--- config.mk ---
export PLATFORM = sky130hd
export DESIGN_NAME = dhcp_option_parser
export DESIGN_NICKNAME = d
export VERILOG_FILES = /design/src/design/dop_pkg.sv /design/src/design/dhcp_option_parser.sv
export SDC_FILE = /design/constraint.sdc
export NUM_CORES = 1
export LEC_CHECK = 0
export CAP_MARGIN = 0
export CORE_ASPECT_RATIO = 2
export CORE_MARGIN = 10
export CORE_UTILIZATION = 25
export CTS_BUF_LIST = sky130_fd_sc_hd__clkbuf_8
export DETAILED_ROUTE_END_ITERATION = 10
export DONT_BUFFER_PORTS = 1
export PLACE_DENSITY = 0.47
export SYNTH_ARGS = -nofsm -noshare
export SYNTH_HDL_FRONTEND = slang
export SYNTH_SLANG_ARGS = --single-unit
--- constraint.sdc ---
create_clock -name clk -period 4.7 [get_ports clk]
set_input_delay 0.94 -clock clk [delete_from_list [all_inputs] [get_ports clk]]
set_output_delay 0.94 -clock clk [all_outputs]
set_load 0.01 [all_outputs]
--- src/design/dop_pkg.sv ---
// ---------------------------------------------------------------------------
// dop_pkg: shared definitions for the DHCP options parser
// Register indexes, result status codes, reset values and the result layout.
// ---------------------------------------------------------------------------
package dop_pkg;

  // configuration register indexes
  localparam int unsigned CfgIdxW = 3;
  localparam logic [CfgIdxW-1:0] REG_COOKIE  = 3'd0;
  localparam logic [CfgIdxW-1:0] REG_END     = 3'd1;
  localparam logic [CfgIdxW-1:0] REG_MSGTYPE = 3'd2;
  localparam logic [CfgIdxW-1:0] REG_REQUEST = 3'd3;
  localparam logic [CfgIdxW-1:0] REG_LEASE   = 3'd4;
  localparam logic [CfgIdxW-1:0] REG_SERVER  = 3'd5;

  // register reset values
  localparam logic [31:0] COOKIE_RST  = 32'h6382_5363;
  localparam logic [7:0]  END_RST     = 8'd255;
  localparam logic [7:0]  MSGTYPE_RST = 8'd53;
  localparam logic [7:0]  REQUEST_RST = 8'd50;
  localparam logic [7:0]  LEASE_RST   = 8'd51;
  localparam logic [7:0]  SERVER_RST  = 8'd54;

  // result status codes
  localparam logic [1:0] STAT_END       = 2'd0;
  localparam logic [1:0] STAT_TRUNC     = 2'd1;
  localparam logic [1:0] STAT_BADCOOKIE = 2'd2;

  // found-flag bit positions
  localparam int unsigned FL_TYPE    = 0;
  localparam int unsigned FL_REQUEST = 1;
  localparam int unsigned FL_LEASE   = 2;
  localparam int unsigned FL_SERVER  = 3;

  // result item, last field (status) in the lowest bits
  typedef struct packed {
    logic [31:0] server_id;
    logic        have_server;
    logic [31:0] lease_time;
    logic        have_lease;
    logic [31:0] requested_addr;
    logic        have_request;
    logic [7:0]  message_type;
    logic        have_type;
    logic [1:0]  status;
  } result_t;

  localparam int unsigned ResultW = $bits(result_t);
  localparam int unsigned OutDataW = ((ResultW + 7) / 8) * 8;

endpackage

--- src/design/dhcp_option_parser.sv ---
// ---------------------------------------------------------------------------
// dhcp_option_parser: byte-stream DHCP options parser
// Checks the magic cookie, walks the option TLVs and reports one summary
// item per buffer on the byte marked last.
// ---------------------------------------------------------------------------
// The block takes one byte of the DHCP options area per cycle on the input
// stream (tlast marks the final byte of a buffer) and gives one result item
// for each buffer in the cycle after its last byte is taken. Each byte is a
// combinational update of the parser state, so bytes are taken back to back;
// input stalls only while a finished result sits in the output register and
// the sink is not ready. The user sets option codes and the cookie by the
// write port while no buffer is in progress; the block does not enforce it.
module dhcp_option_parser (
  input  logic                               clk,
  input  logic                               rst,
  // configuration write port
  input  logic                               cfg_we,
  input  logic [dop_pkg::CfgIdxW-1:0]        cfg_index,
  input  logic [31:0]                        cfg_data,
  // byte input
  input  logic                               s_tvalid,
  output logic                               s_tready,
  input  logic [7:0]                         s_tdata,   // data_byte
  input  logic                               s_tlast,   // last_byte
  // result output
  output logic                               m_tvalid,
  input  logic                               m_tready,
  // status, have_type, message_type, have_request, requested_addr,
  // have_lease, lease_time, have_server, server_id, zero fill
  output logic [dop_pkg::OutDataW-1:0]       m_tdata
);

  typedef enum logic [2:0] {
    PH_COOKIE,
    PH_CODE,
    PH_LEN,
    PH_VALUE,
    PH_DONE
  } phase_t;

  // configuration registers
  logic [31:0] cookie_value;
  logic [7:0]  end_code, msgtype_code, request_code, lease_code, server_code;

  // parser state
  phase_t      phase, phase_next;
  logic [23:0] cookie_shift, cookie_shift_next;
  logic [2:0]  cookie_count, cookie_count_next;
  logic [7:0]  current_code, current_code_next;
  logic [7:0]  remaining_len, remaining_len_next;
  logic [31:0] pending_value, pending_value_next;
  logic [2:0]  value_index, value_index_next;
  logic [7:0]  saved_type, saved_type_next;
  logic [31:0] saved_request, saved_request_next;
  logic [31:0] saved_lease, saved_lease_next;
  logic [31:0] saved_server, saved_server_next;
  logic [3:0]  found_flags, found_flags_next;
  logic [1:0]  end_status, end_status_next;

  logic            accept;
  logic            do_commit;
  logic [7:0]      len_dec;
  logic [31:0]     cookie_full;
  logic            ok;
  dop_pkg::result_t result;

  assign s_tready = !m_tvalid || m_tready;
  assign accept   = s_tvalid && s_tready;

  // configuration writes
  always_ff @(posedge clk) begin
    if (rst) begin
      cookie_value <= dop_pkg::COOKIE_RST;
      end_code     <= dop_pkg::END_RST;
      msgtype_code <= dop_pkg::MSGTYPE_RST;
      request_code <= dop_pkg::REQUEST_RST;
      lease_code   <= dop_pkg::LEASE_RST;
      server_code  <= dop_pkg::SERVER_RST;
    end else if (cfg_we) begin
      unique case (cfg_index)
        dop_pkg::REG_COOKIE:  cookie_value <= cfg_data;
        dop_pkg::REG_END:     end_code     <= cfg_data[7:0];
        dop_pkg::REG_MSGTYPE: msgtype_code <= cfg_data[7:0];
        dop_pkg::REG_REQUEST: request_code <= cfg_data[7:0];
        dop_pkg::REG_LEASE:   lease_code   <= cfg_data[7:0];
        dop_pkg::REG_SERVER:  server_code  <= cfg_data[7:0];
        default: ;
      endcase
    end
  end

  // per-byte parser step
  always_comb begin
    phase_next         = phase;
    cookie_shift_next  = cookie_shift;
    cookie_count_next  = cookie_count;
    current_code_next  = current_code;
    remaining_len_next = remaining_len;
    pending_value_next = pending_value;
    value_index_next   = value_index;
    end_status_next    = end_status;
    do_commit          = 1'b0;
    cookie_full        = {cookie_shift, s_tdata};
    len_dec            = remaining_len - 8'd1;

    unique case (phase)
      PH_COOKIE: begin
        cookie_shift_next = cookie_full[23:0];
        cookie_count_next = cookie_count + 3'd1;
        if (cookie_count == 3'd3) begin
          if (cookie_full != cookie_value) begin
            end_status_next = dop_pkg::STAT_BADCOOKIE;
            phase_next      = PH_DONE;
          end else begin
            phase_next = PH_CODE;
          end
        end
      end
      PH_CODE: begin
        if (s_tdata == end_code) begin
          end_status_next = dop_pkg::STAT_END;
          phase_next      = PH_DONE;
        end else begin
          current_code_next = s_tdata;
          phase_next        = PH_LEN;
        end
      end
      PH_LEN: begin
        remaining_len_next = s_tdata;
        pending_value_next = '0;
        value_index_next   = '0;
        if (s_tdata == 8'd0) begin
          do_commit  = 1'b1;
          phase_next = PH_CODE;
        end else begin
          phase_next = PH_VALUE;
        end
      end
      PH_VALUE: begin
        // keep the first four value bytes, first byte most significant
        if (!value_index[2]) begin
          unique case (value_index[1:0])
            2'd0: pending_value_next[31:24] = s_tdata;
            2'd1: pending_value_next[23:16] = s_tdata;
            2'd2: pending_value_next[15:8]  = s_tdata;
            2'd3: pending_value_next[7:0]   = s_tdata;
            default: ;
          endcase
          value_index_next = value_index + 3'd1;
        end
        remaining_len_next = len_dec;
        if (len_dec == 8'd0) begin
          do_commit  = 1'b1;
          phase_next = PH_CODE;
        end
      end
      PH_DONE: ;
      default: ;
    endcase
  end

  // store a finished option; first matching code wins
  always_comb begin
    saved_type_next    = saved_type;
    saved_request_next = saved_request;
    saved_lease_next   = saved_lease;
    saved_server_next  = saved_server;
    found_flags_next   = found_flags;
    if (do_commit) begin
      priority if (current_code == msgtype_code) begin
        saved_type_next = pending_value_next[31:24];
        found_flags_next[dop_pkg::FL_TYPE] = 1'b1;
      end else if (current_code == request_code) begin
        saved_request_next = pending_value_next;
        found_flags_next[dop_pkg::FL_REQUEST] = 1'b1;
      end else if (current_code == lease_code) begin
        saved_lease_next = pending_value_next;
        found_flags_next[dop_pkg::FL_LEASE] = 1'b1;
      end else if (current_code == server_code) begin
        saved_server_next = pending_value_next;
        found_flags_next[dop_pkg::FL_SERVER] = 1'b1;
      end
    end
  end

  // summary of the buffer as it stands after this byte
  always_comb begin
    unique case (phase_next)
      PH_DONE:   result.status = end_status_next;
      PH_COOKIE: result.status = dop_pkg::STAT_BADCOOKIE;
      default:   result.status = dop_pkg::STAT_TRUNC;
    endcase
    ok = (result.status != dop_pkg::STAT_BADCOOKIE);
    result.have_type      = ok && found_flags_next[dop_pkg::FL_TYPE];
    result.message_type   = result.have_type ? saved_type_next : '0;
    result.have_request   = ok && found_flags_next[dop_pkg::FL_REQUEST];
    result.requested_addr = result.have_request ? saved_request_next : '0;
    result.have_lease     = ok && found_flags_next[dop_pkg::FL_LEASE];
    result.lease_time     = result.have_lease ? saved_lease_next : '0;
    result.have_server    = ok && found_flags_next[dop_pkg::FL_SERVER];
    result.server_id      = result.have_server ? saved_server_next : '0;
  end

  // parser state; cleared after each last byte
  always_ff @(posedge clk) begin
    if (rst || (accept && s_tlast)) begin
      phase         <= PH_COOKIE;
      cookie_shift  <= '0;
      cookie_count  <= '0;
      current_code  <= '0;
      remaining_len <= '0;
      pending_value <= '0;
      value_index   <= '0;
      saved_type    <= '0;
      saved_request <= '0;
      saved_lease   <= '0;
      saved_server  <= '0;
      found_flags   <= '0;
      end_status    <= '0;
    end else if (accept) begin
      phase         <= phase_next;
      cookie_shift  <= cookie_shift_next;
      cookie_count  <= cookie_count_next;
      current_code  <= current_code_next;
      remaining_len <= remaining_len_next;
      pending_value <= pending_value_next;
      value_index   <= value_index_next;
      saved_type    <= saved_type_next;
      saved_request <= saved_request_next;
      saved_lease   <= saved_lease_next;
      saved_server  <= saved_server_next;
      found_flags   <= found_flags_next;
      end_status    <= end_status_next;
    end
  end

  // output register
  always_ff @(posedge clk) begin
    if (rst) begin
      m_tvalid <= 1'b0;
    end else if (accept && s_tlast) begin
      m_tvalid <= 1'b1;
    end else if (m_tready) begin
      m_tvalid <= 1'b0;
    end
  end

  always_ff @(posedge clk) begin
    if (accept && s_tlast) begin
      m_tdata <= dop_pkg::OutDataW'(result);
    end
  end

endmodule

# [Word-level counts from Yosys, hierarchy flattened]
# Cells that the tools add are included.
[word_totals] out_inout_bits=114 wordCells=125 register_bits=374 input_bits=49
[classes] mux=47 n_reduce_logical=27 eq_ne=21 add_sub_neg=3 bitwise_logic=1
[op_table] operator="$mux 32" n=13
[op_table] operator="$pmux 32 s2" n=1
[op_table] operator="$mux 8" n=6
[op_table] operator="$eq 8x8->1" n=5
[op_table] operator="$ne 32x32->1" n=1
[op_table] operator="$mux 3" n=6
[op_table] operator="$logic_not 8->1" n=2
[op_table] operator="$pmux 8 s2" n=1
[op_table] operator="$reduce_and 2->1" n=8
[op_table] operator="$eq 3x2->1 const B" n=5
[op_table] operator="$pmux 3 s4" n=1
[op_table] operator="$mux 2" n=5
[op_table] operator="$eq 3x3->1 const B" n=3
[op_table] operator="$logic_not 3->1" n=3
[op_table] operator="$mux 1" n=9
[op_table] operator="$pmux 2 s2" n=2
[op_table] operator="$sub 8x1->8 const B" n=1
[op_table] operator="$add 3x1->3 const B" n=2
[op_table] operator="$eq 3x1->1 const B" n=2
[op_table] operator="$logic_and 1x1->1" n=6
[op_table] operator="$pmux 3 s2" n=1
[op_table] operator="$reduce_and 3->1" n=2
[op_table] operator="$eq 2x2->1 const B" n=2
[op_table] operator="$mux 4" n=1
[op_table] operator="8 further kinds" n=11

# [Logic depth before layout (Yosys ltp)]
# Gate-level depths: netlist (run 1).
[depth] depth_word=9 depth_mapped=12 depth_no_buf=8

# [Least setup slack after synthesis (run 1)]
# OpenSTA, ideal clock, no wires.
[synth_timing] kind="input-to-reg" from="input m_tready" to="register m_tdata[0] in the netlist's numbering, enable pin" setup_slack_ps=520 path_buffers=1 stages=5 arrival_time_ps=3717 required_time_ps=4237 setup_time_ps=463 path_cell_list="nand2b_1 > clkbuf_1 > and2_1 > nand2_1 > inv_1"
[synth_between] elab_chain_cells=3
[synth_lines] item="from (decl)" line_no="dhcp_option_parser.sv:27" source="input logic m_tready,"
[synth_lines] item="$logic_or 1x1->1" line_no="dhcp_option_parser.sv:67" source="assign s_tready = !m_tvalid || m_tready;"
[synth_lines] item="named net s_tready" line_no="dhcp_option_parser.sv:22" source="output logic s_tready,"
[synth_lines] item="$logic_and 1x1->1" line_no="dhcp_option_parser.sv:68" source="assign accept = s_tvalid && s_tready;"
[synth_lines] item="$logic_and 1x1->1" line_no="dhcp_option_parser.sv:249" source="if (accept && s_tlast) begin"
[synth_lines] item="to (signal assigned)" line_no="dhcp_option_parser.sv:250" source="m_tdata <= dop_pkg::OutDataW'(result);"
[synth_lines] item="to (decl)" line_no="dhcp_option_parser.sv:30" source="output logic [dop_pkg::OutDataW-1:0] m_tdata"
# The timed path passes the listed nets, and every way through them passes these cells.
# A chain may end at the register's enable or synchronous reset.

# [Worst setup path after layout (run 1)]
[layout_timing] from="register remaining_len[0]" to="register m_tdata[81] in the netlist's numbering (data pin)"
[layout_between] elab_chain_cells=8 elab_cells_between_ends=13 cone_classes="add/sub: 1; eq/ne: 2; mux: 7; reduce/logical: 3"
[layout_lines] item="from (decl)" line_no="dhcp_option_parser.sv:50" source="logic [7:0] remaining_len, remaining_len_next;"
[layout_lines] item="from (signal assigned)" line_no="dhcp_option_parser.sv:225" source="remaining_len <= remaining_len_next;"
[layout_lines] item="$sub 8x1->8 (*)" line_no="dhcp_option_parser.sv:104" source="len_dec = remaining_len - 8'd1;"
[layout_lines] item="$logic_not 8->1 (*)" line_no="dhcp_option_parser.sv:152" source="if (len_dec == 8'd0) begin"
[layout_lines] item="$mux 3" line_no="dhcp_option_parser.sv:152"
[layout_lines] item="$pmux 3 s4" line_no="dhcp_option_parser.sv:106" source="unique case (phase)"
[layout_lines] item="$eq 3x3->1 / $logic_not 3->1 (equally long branches)" line_no="dhcp_option_parser.sv:188" source="unique case (phase_next)"
[layout_lines] item="$pmux 2 s2" line_no="dhcp_option_parser.sv:188"
[layout_lines] item="$ne 2x2->1" line_no="dhcp_option_parser.sv:193" source="ok = (result.status != dop_pkg::STAT_BADCOOKIE);"
[layout_lines] item="$logic_and 1x1->1" line_no="dhcp_option_parser.sv:200" source="result.have_server = ok && found_flags_next[dop_pkg::FL_SERVER];"
# Every way passes the cells marked *; elsewhere a longest branch is shown, timed or not.

==> impl_metrics.toml, run 1 <==
[outcome]
status = "completed"

[layout]
design_area_mm2 = 0.0195
layout_commonest_cell = "dfxtp_1"
layout_common_cells = "dfxtp_1 (262), nand3_1 (208), nand2_1 (179), a21oi_1 (165), a22oi_1 (158)"
nNetsFinal = 1909
stdcell_count = 2804
fin_util_pct = 27.9
syn_to_final_growth_pct = 10.7
layout-drive-gt1-share_pct = 7.53

[clocking]
cts_buffers = 59
cts.sinks = 374
cts_resized = 0
ctsHoldBuffers = 0
postCtsSetupBuffers = 0
ctsHtreeMaxLevel = 2
clk_path_buf_depth = 3
root_buffer = "clkbuf_8"
insertion_delay_ps = 690
clk_pin_slew_ps = 60
tritoncts = "built"

[synthesis]
yosysWarnings = 0
synthCells = 1962
ys.flop_type = "dfxtp_1"
synth_edf_count = 110
ys_async_sr_fraction_pct = 0
seq_area_frac_synth_pct = 48.8
ys_seq_elements = 374
syn_area_per_cell_um2 = 8.96
netlist_area_mm2 = 0.0176
yosysUniqueCellTypes = 56

[pwr]
power.leakage_nw = 6.19
power.density_mw_per_mm2 = 338
ir_worst_vdd_uv = 268

[timing]
hold_slack_ps = 329
setup_tns_ps = 0
rsz0062_at_grt = "no"
final.period_utilization_pct = 76.9
slew_headroom_pct = 19.2
period_needed_ps = 3620
clock.fmax_mhz = 277
finalSetupViolCount = 0
report.final.slew_viol_count = 0
clock_skew_ps = 39.2
tightest_slew_ps = 1200
timing.final.hold_violations = 0

[floorplanning]
coreArea_mm2 = 0.0698
die_area_mm2 = 0.0820
io_pins = 163
die_w_um = 208
die_y_um = 395
initial_utilization_pct = 25.2
core.rowCount = 137

[detailed_routing]
routed_wl_um = 62500
vias = 14798
vias_per_cell = 5.28
wl_per_cell_um = 22.3
drtIter0Drc = 1320
drc = 0
ant_nets = 0
first_pass_iters = 5

[grt]
grt_use_met1_pct = 16.5
use_met2_pct = 26.0
grt_pass1_vias = 14178
antenna_found_initial = 1
grt_max_degree = 80
overflow = 0
grtUsageTotal_pct = 14.6
use_met3_pct = 2.87
busiest_layer = "met2"
grt_pass1_wl_um = 94100

[placement]
gp_congestion = 0.801
io_buffers = 0
dp_cells = 2694
post_dp_cell_area_mm2 = 0.0183
hpwl_um = 41100

[critical_path]
crit_arrival_ps = 3980
crit_fanout = 58
cp-end-kind = "register"
startpoint_type = "register"
rrSetupSlack_ps = 1080
path_class = "reg -> reg"
cp.required_ps = 5070

[run]
drv_cap = 0

[min_path]
hp-class = "in -> reg"
-- per-layer routing --
metal	share of wire (%)	vias up
met5	0	-
met4	4.1	0
met3	5.4	124
met2	52	493
met1	39	7203
li1	-	6978
-- power by group --
part | switching, mW | total, mW | internal [mW]
clock network | 1.40 | 2.86 | 1.46
registers | 0.0642 | 3.44 | 3.38
logic | 0.198 | 0.277 | 0.0791
-- path summary, 6_finish.rpt --
kind	to	from	depth (start not counted)
max	m_tdata[81]$_SDFFCE_PN0P_	remaining_len[0]$_SDFFE_PP0P_	9
min	cookie_value[7]$_SDFFE_PP0P_	rst	1
max reg2reg	m_tdata[81]$_SDFFCE_PN0P_	remaining_len[0]$_SDFFE_PP0P_	9
min reg2reg	cookie_value[4]$_SDFFE_PP0P_	cookie_value[4]$_SDFFE_PP0P_	2
-- cell usage after synthesis (2+ instances only) --
master | count | area, um2
a211o_1 | 4 | 35.0
a211oi_1 | 3 | 22.5
a21oi_1 | 165 | 826
a22o_1 | 31 | 272
a22oi_1 | 158 | 1190
a32o_1 | 3 | 30.0
a32oi_1 | 3 | 26.3
and2_1 | 4 | 25.0
and3_1 | 7 | 43.8
and4_1 | 3 | 26.3
buf_1 | 14 | 52.6
buf_2 | 30 | 150
buf_4 | 5 | 37.5
clkbuf_1 | 166 | 623
dfxtp_1 | 264 | 5290
edfxtp_1 | 110 | 3300
ha_1 | 8 | 100
inv_1 | 8 | 30.0
mux2i_1 | 37 | 370
nand2_1 | 179 | 672
nand2b_1 | 7 | 43.8
nand3_1 | 208 | 1040
nand3b_1 | 33 | 248
nand4_1 | 9 | 56.3
nor2_1 | 108 | 405
nor2b_1 | 7 | 43.8
nor3_1 | 28 | 140
nor4_1 | 19 | 119
o211ai_1 | 104 | 781
o21a_1 | 2 | 15.0
o21ai_0 | 108 | 541
o21ai_1 | 22 | 110
or3_1 | 5 | 31.3
or4_1 | 3 | 22.5
xnor2_1 | 19 | 166
xor2_1 | 58 | 508
-- layout make-up --
cell class / count / area [um2]
Fill cell: 7344 / 50300
Sequential cell: 374 / 8590
Multi-Input combinational cell: 1365 / 8140
Tap cell: 903 / 1130
Clock buffer: 73 / 1000
Timing Repair Buffer: 43 / 385
Clock inverter: 36 / 186
Inverter: 9 / 36.3
Antenna cell: 1 / 2.50
-- through the flow --
stage | worst slack (ps) | total power [mW]
2_1_floorplan | 520 | 3.72
3_3_place_gp | 796 | 3.79
3_5_place_dp | 849 | 3.80
4_1_cts | 1090 | 6.69
5_1_grt | 910 | 6.86
6_report | 1080 | 6.58
-- logic make-up (layout without fill, tap and decap cells) --
logic type | count (synthesis) | count (layout) | synth area share (%)
buffers and inverters | 224 | 161 | 5.10
adder cells (fa/ha/maj) | 8 | 8 | 0.569
multiplexers | 37 | 37 | 2.11
flip-flops | 374 | 374 | 48.8
AO/OA/AOI/OAI | 615 | 615 | 22.6
other | 1 | 3 | 0.0213
XOR/XNOR | 77 | 77 | 3.83
AND/OR/NAND/NOR | 626 | 626 | 16.9
-- flip-flops by register name, summed over array words and instances, names as in the netlist, 24 cells and up --
| register | count |
|---|---|
| cookie_value | 32 |
| cookie_shift | 24 |
| m_tdata | 110 |
| saved_lease | 32 |
| pending_value | 32 |
| saved_server | 32 |
| saved_request | 32 |
-- worst max-delay path, stage by stage, from the launching register on --
cell,delay [ps]
dfxtp_1,350
inv_1,120
ha_1,270
or4b_1,530
xor2_1,200
a22oi_2,140
o21a_1,290
o41ai_4,450
buf_4,600
a22oi_1,260
Power figures use the tool's default switching activity.
==> run 2: changes to the inputs <==
Settings changed: ABC_AREA set to 1, PLACE_DENSITY 0.47 to 0.49.
Clock period 4.7 ns to 3.3 ns, I/O delays scaled along.
==> run 2 against run 1 <==
- setup slack got worse by 520 ps
- clock skew increased by 22 ps
- die area decreased by 1.5%
- total power increased by 46%
- fmax increased by 32%
- global-route usage decreased by 2.4 points
- sequential power increased by 44%
- non-clock buffer count increased by 7
- critical endpoint is now m_tdata[85]$_SDFFCE_PN0P_
- largest power group unchanged
- highest routed layer unchanged
==> impl_metrics.toml, run 2 <==
[synthesis]
netlist_area_mm2 = 0.0173
ys_async_sr_fraction_pct = 0
synth-simple-area-share_pct = 18.7
yosysUniqueCellTypes = 40
synth_top_area_share_pct = 30.6
yosysWarnings = 0
synth.most_common_cell = "nand2_1"
seq_area_frac_synth_pct = 49.6
synth_area_leader_cell = "dfxtp_1"
synthAdderAreaFrac_pct = 0.579
synthCells = 2275
synth_xor_area_share_pct = 2.68
synthTopCellsByArea = "dfxtp_1 (31%), edfxtp_1 (19%), nand2_1 (9.7%)"
syn_area_per_cell_um2 = 7.60
synth_top_family_by_area = "simple AND/OR/NAND/NOR gates"
ys_top_cells_by_count = "nand2_1 (447), inv_1 (382), nor2_1 (280)"
synth_compound_area_share_pct = 15.6
ys_seq_elements = 374
synthMuxAreaShare_pct = 0
synth_edf_count = 110
ys.flop_type = "dfxtp_1"

[detailed_routing]
wl_per_cell_um = 15.6
drtIter0Drc = 609
ant_nets = 0
drc = 0
first_pass_iters = 7
vias = 13813
vias_per_cell = 4.31
routed_wl_um = 50200

[grt]
grt_pass1_wl_um = 78500
grtUsageTotal_pct = 12.3
overflow = 0
grt_max_degree = 76
antenna_found_initial = 1
grt_pass1_vias = 13692

[pwr]
power.density_mw_per_mm2 = 494
ir_worst_vdd_uv = 342
total_power_mw = 9.60
p_clk_share_pct = 43.1
power.leakage_nw = 7.12
intPower_mw = 7.15
seqPwrFrac_pct = 51.5
p_sw_mw = 2.45
switching_share_pct = 25.5
comb_power_share_pct = 5.4

[placement]
gp_congestion = 0.829
hpwl_um = 35200
dp_cells = 3097
io_buffers = 0

[clocking]
clk_pin_slew_ps = 70
clk_path_buf_depth = 3
root_buffer = "clkbuf_8"
ctsHoldBuffers = 0
postCtsSetupBuffers = 0
ctsHtreeMaxLevel = 2
cts.sinks = 374
insertion_delay_ps = 700
cts_resized = 0
cts_buffers = 58
tritoncts = "built"

[floorplanning]
io_pins = 163
die_w_um = 206
die_y_um = 392
coreArea_mm2 = 0.0687
initial_utilization_pct = 25.2
die_area_mm2 = 0.0808
core.rowCount = 136

[timing]
finalSetupViolCount = 0
clock_skew_ps = 61.6
period_needed_ps = 2730
rsz0062_at_grt = "no"
report.final.slew_viol_count = 0
final.period_utilization_pct = 82.8
timing.final.hold_violations = 0
setup_tns_ps = 0
tightest_slew_ps = 956
clock.fmax_mhz = 366
slew_headroom_pct = 36.2
hold_slack_ps = 109

[layout]
layout_commonest_cell = "nand2_1"
layout-drive-gt1-share_pct = 8.06
stdcell_count = 3205
largest_reg_flops = 110
nNetsFinal = 2317
top_register = "m_tdata"
layout_common_cells = "nand2_1 (446), inv_1 (393), nor2_1 (277), dfxtp_1 (264), o21ai_1 (161)"
syn_to_final_growth_pct = 12.4

[min_path]
holdPathStages = 2
hp-class = "in -> reg"
worstHoldEndpoint = "lease_code[4]$_SDFFE_PP1P_"
hp-start = "cfg_data[4]"

[outcome]
status = "completed"

[critical_path]
cp.required_ps = 3710
rrSetupSlack_ps = 570
crit_arrival_ps = 3140
startpoint_type = "register"
crit_fanout = 32
path_class = "reg -> reg"
r2r-end = "m_tdata[85]$_SDFFCE_PN0P_"
r2r_start = "remaining_len[0]$_SDFFE_PP0P_"
cp-end-kind = "register"
ff2ff_path_depth = 17
startpoint = "remaining_len[0]$_SDFFE_PP0P_"

[run]
drv_cap = 0
-- run 2: cell types whose count changed after synthesis, sizes merged, moves of 63 or more --
cell / previous run / this run
nor2: 108 / 287
o211ai: 104 / 41
inv: 8 / 395
clkbuf: 166 / 63
a22oi: 159 / 0
nand2: 179 / 455
o21ai: 130 / 328
nand3: 208 / 45
-- run 2: routing by layer --
layer  wire, um  global-route usage [%]
met5          0                       0
met3       2570                    2.68
met2      25500                    22.2
met4       1480                    4.71
met1      20600                    13.6
-- run 2: area by class of cell --
type                    count  area (um2)
fillers                  7523       49300
flip-flops and latches    374        8590
multi-input cells        1379        6540
inverters                 397        1490
well taps                 897        1120
clock buffers              72         991
repair buffers             50         475
clock inverters            35         241
diodes                      1        2.50
-- run 2: critical path, stage by stage, from the launching register on --
cell and delay [ps]:
dfxtp_1 410, inv_1 100, ha_1 230, inv_1 100
nor2_4 50, nand2_1 100, nand2_1 90, nor2_1 100
nand2_1 80, nor2_2 120, nand2_1 60, nand2_1 50
nand2_1 50, nand2_2 80, nand4_1 270, nand2_1 240
buf_12 220, nor2_1 70
-- run 2: power by group through the flow --
| stage | sequential, mW | clock [mW] | combinational, mW |
|---|---|---|---|
| after floorplan | 5.01 | 0 | 0.400 |
| after global placement | 5.04 | 0 | 0.525 |
| after detailed placement | 5.05 | 0 | 0.531 |
| after CTS | 4.95 | 4.33 | 0.533 |
| after global routing | 4.95 | 4.50 | 0.595 |
| final | 4.94 | 4.14 | 0.523 |
-- run 2: how the worst max path moves through the flow --
| stage | slack, ps | endpoint | cells after the start |
|---|---|---|---|
| floorplan | 10 | m_tdata[0]$_DFFE_PP_ | 6 |
| global placement | 490 | saved_server[2]$_SDFFE_PP0P_ | 9 |
| detailed placement | 470 | saved_server[4]$_SDFFE_PP0P_ | 9 |
| CTS | 570 | m_tdata[52]$_SDFFCE_PN0P_ | 12 |
| global route | 220 | m_tdata[85]$_SDFFCE_PN0P_ | 17 |
| finish | 570 | m_tdata[85]$_SDFFCE_PN0P_ | 17 |
-- run 2: logic make-up after synthesis --
logic type      count (synthesis)
buf+inv                       523
flops                         374
xor+xnor                       53
compound gates                506
other cells                     1
simple gates                  810
fa+ha+maj                       8
-- run 2: metrics by stage --
stage	cell area [um2]	worst slack [ps]	utilization, %
after floorplan	17300	13.4	-
after global placement	18200	491	26.5
after detailed placement	18200	470	26.5
after CTS	19400	571	28.3
after global routing	19500	219	28.3
final	19500	568	28.3
==> run 3: changes to the inputs <==
Clock period 3.3 ns to 2.3 ns, I/O delays scaled along.
==> run 3 against run 2 <==
- worst hold slack better by 30 ps
- die area stayed put
- critical endpoint is now m_tdata[101]$_SDFFCE_PN0P_
- sequential power is 44% higher
- via count rose by 6.7%
- critical path type is now in -> reg
- the flow now finishes with violations (setup timing)
- cell count up 4.1%
- non-clock buffer count increased by 128
- clock-buffer cell count fell by 6
- setup slack worse by 680 ps
- clock skew rose by 31 ps
==> impl_metrics.toml, run 3 (synthesized netlist as in run 2, its figures left out) <==
[detailed_routing]
first_pass_iters = 5
ant_nets = 0
drc = 0
vias = 14741
routed_wl_um = 58100
vias_per_cell = 4.42
wl_per_cell_um = 17.4
drtIter0Drc = 830

[placement]
io_buffers = 0
hpwl_um = 35800
dp_slack_ps = -214
gp_congestion = 0.791
dp_cells = 3154
post_dp_cell_area_mm2 = 0.0189

[layout]
design_area_mm2 = 0.0218
layout-drive-gt1-share_pct = 16.8
stdcell_count = 3338
nNetsFinal = 2447
largest_reg_flops = 110
syn_to_final_growth_pct = 26.2
layout_commonest_cell = "nand2_1"
layout_common_cells = "nand2_1 (421), inv_1 (388), dfxtp_1 (260), nor2_1 (242), o21ai_1 (136)"
multi_input_area_mm2 = 0.00717
fill_cells = 7414
final-seq-area_mm2 = 0.00859
top_register = "m_tdata"

[critical_path]
path_class = "in -> reg"
startpoint_type = "primary input"
crit_arrival_ps = 2970
rrSetupSlack_ps = -90
path_buf_inv = 6
ff2ff_path_depth = 19
crit_chain = "dlygate4sd3_1 -> inv_1 -> nand4_1 -> nor2_1 -> nand3_1 -> nand2_4 -> buf_12 -> nand2_8 -> buf_6 -> nand2_4 -> nand2_8 -> buf_8 -> buf_16 -> nor2_1"
cp-end-kind = "register"
r2r_start = "remaining_len[0]$_SDFFE_PP0P_"
cp.required_ps = 2860
cpPeakStageDelay_ps = 700
critPathTopFamily = "buffers and inverters"
crit_fanout = 8
r2r-end = "m_tdata[101]$_SDFFCE_PN0P_"
cp_slowest_cell = "dlygate4sd3_1"

[pwr]
power.density_mw_per_mm2 = 660
power.leakage_nw = 8.14
ir_worst_vdd_uv = 587
total_power_mw = 14.4

[timing]
finalSetupViolCount = 86
tightest_slew_ps = 816
final.period_utilization_pct = 105
timing.final.hold_violations = 0
clock_skew_ps = 92.5
worst_slack_ps = -108
report.final.slew_viol_count = 0
slew_headroom_pct = 45.1
hold_slack_ps = 139
clock.fmax_mhz = 415
rsz0062_at_grt = "yes"
period_needed_ps = 2410

[run]
drv_cap = 0

[floorplanning]
core.rowCount = 136
coreArea_mm2 = 0.0687
initial_utilization_pct = 25.2
die_area_mm2 = 0.0808
die_w_um = 206
die_y_um = 392
io_pins = 163

[min_path]
hp-start = "s_tvalid"
holdPathStages = 4
hp-class = "in -> reg"
worstHoldEndpoint = "m_tvalid$_SDFFE_PP0P_"

[grt]
grt_max_degree = 76
grt_pass1_vias = 14391
grtUsageTotal_pct = 13.4
antenna_found_initial = 2
grt_pass1_wl_um = 84300
overflow = 0

[clocking]
clk_pin_slew_ps = 70
root_buffer = "clkbuf_8"
tritoncts = "built"
cts_buffers = 59
clk_path_buf_depth = 3
insertion_delay_ps = 700
ctsHtreeMaxLevel = 2
cts.sinks = 374

[outcome]
violations = "setup timing"
status = "finished, violations left"
==> run 3: cell count changes in the layout (fill, tap and decap cells not counted), moves of 11 or more <==
cell | previous run | this run
dlygate4sd3_1 | 0 | 43
nor2_1 | 277 | 242
nand2_2 | 8 | 23
nor2_4 | 4 | 16
o21ai_2 | 10 | 69
nand2_1 | 446 | 421
nor2_2 | 6 | 29
o21ai_0 | 156 | 120
clkbuf_16 | 0 | 11
o21ai_1 | 161 | 136
buf_4 | 42 | 80
buf_12 | 8 | 24
==> run 3: stage by stage <==
stage	util (%)	TNS (ps)
after global routing	31.8	-29390
after CTS	30.8	-1320
after global placement	27.4	-20670
final	31.8	-3210
after detailed placement	27.4	-15560
after floorplan	-	-64810
==> run 3: timing repair <==
| item | 4_1_cts | 5_1_grt |
|---|---|---|
| gates cloned | 8 | 14 |
| buffers inserted | 7 | 4 |
| hold buffers | 43 | 0 |
| pin swaps | 13 | 10 |
| hold endpoints to repair | 96 | 0 |
| resized for setup | 98 | 126 |
| endpoints found under the setup margin | 171 | 213 |
==> run 3: metal layers <==
metal	vias to the layer above	share of wire [%]	track usage [%]
met4	0	3.9	5.31
met2	363	53	24.5
met1	6866	38	14.7
met5	-	0	0
met3	105	4.8	2.65
li1	7407	-	-
==> run 3: final cells by class <==
type | count | share of cell area, %
diodes | 1 | 0.0115
clock buffers | 66 | 4.16
clock inverters | 45 | 1.79
inverters | 397 | 6.89
multi-input cells | 1380 | 32.9
flip-flops and latches | 374 | 39.3
well taps | 897 | 5.14
repair buffers | 178 | 9.80
==> run 3: where the power goes <==
part | total [mW] | switching, mW | internal, mW
clock | 6.34 | 2.97 | 3.37
sequential | 7.09 | 0.148 | 6.94
combinational | 0.991 | 0.624 | 0.368
total | 14.4 | 3.74 | 10.7
==> run 3: worst max path at each step <==
stage                                  startpoint  cells after the start  slack [ps]                          to
floorplan                                m_tready                      6        -590        m_tdata[0]$_DFFE_PP_
detailed placement  remaining_len[0]$_SDFFE_PP0P_                     17        -210        m_tdata[2]$_DFFE_PP_
finish                                 s_tdata[6]                     14        -110  m_tdata[101]$_SDFFCE_PN0P_
CTS                 remaining_len[1]$_SDFFE_PP0P_                     18         -50   m_tdata[93]$_SDFFCE_PN0P_
global placement    remaining_len[0]$_SDFFE_PP0P_                     17        -210    m_tdata[6]$_SDFFCE_PN0P_
global route        remaining_len[0]$_SDFFE_PP0P_                     19        -240  m_tdata[101]$_SDFFCE_PN0P_
==> run 3: tightest hold or removal path, cell delays in order <==
cell	delay, ps
nand2_4	120
o21ai_0	90
nand2_1	60
inv_1	30
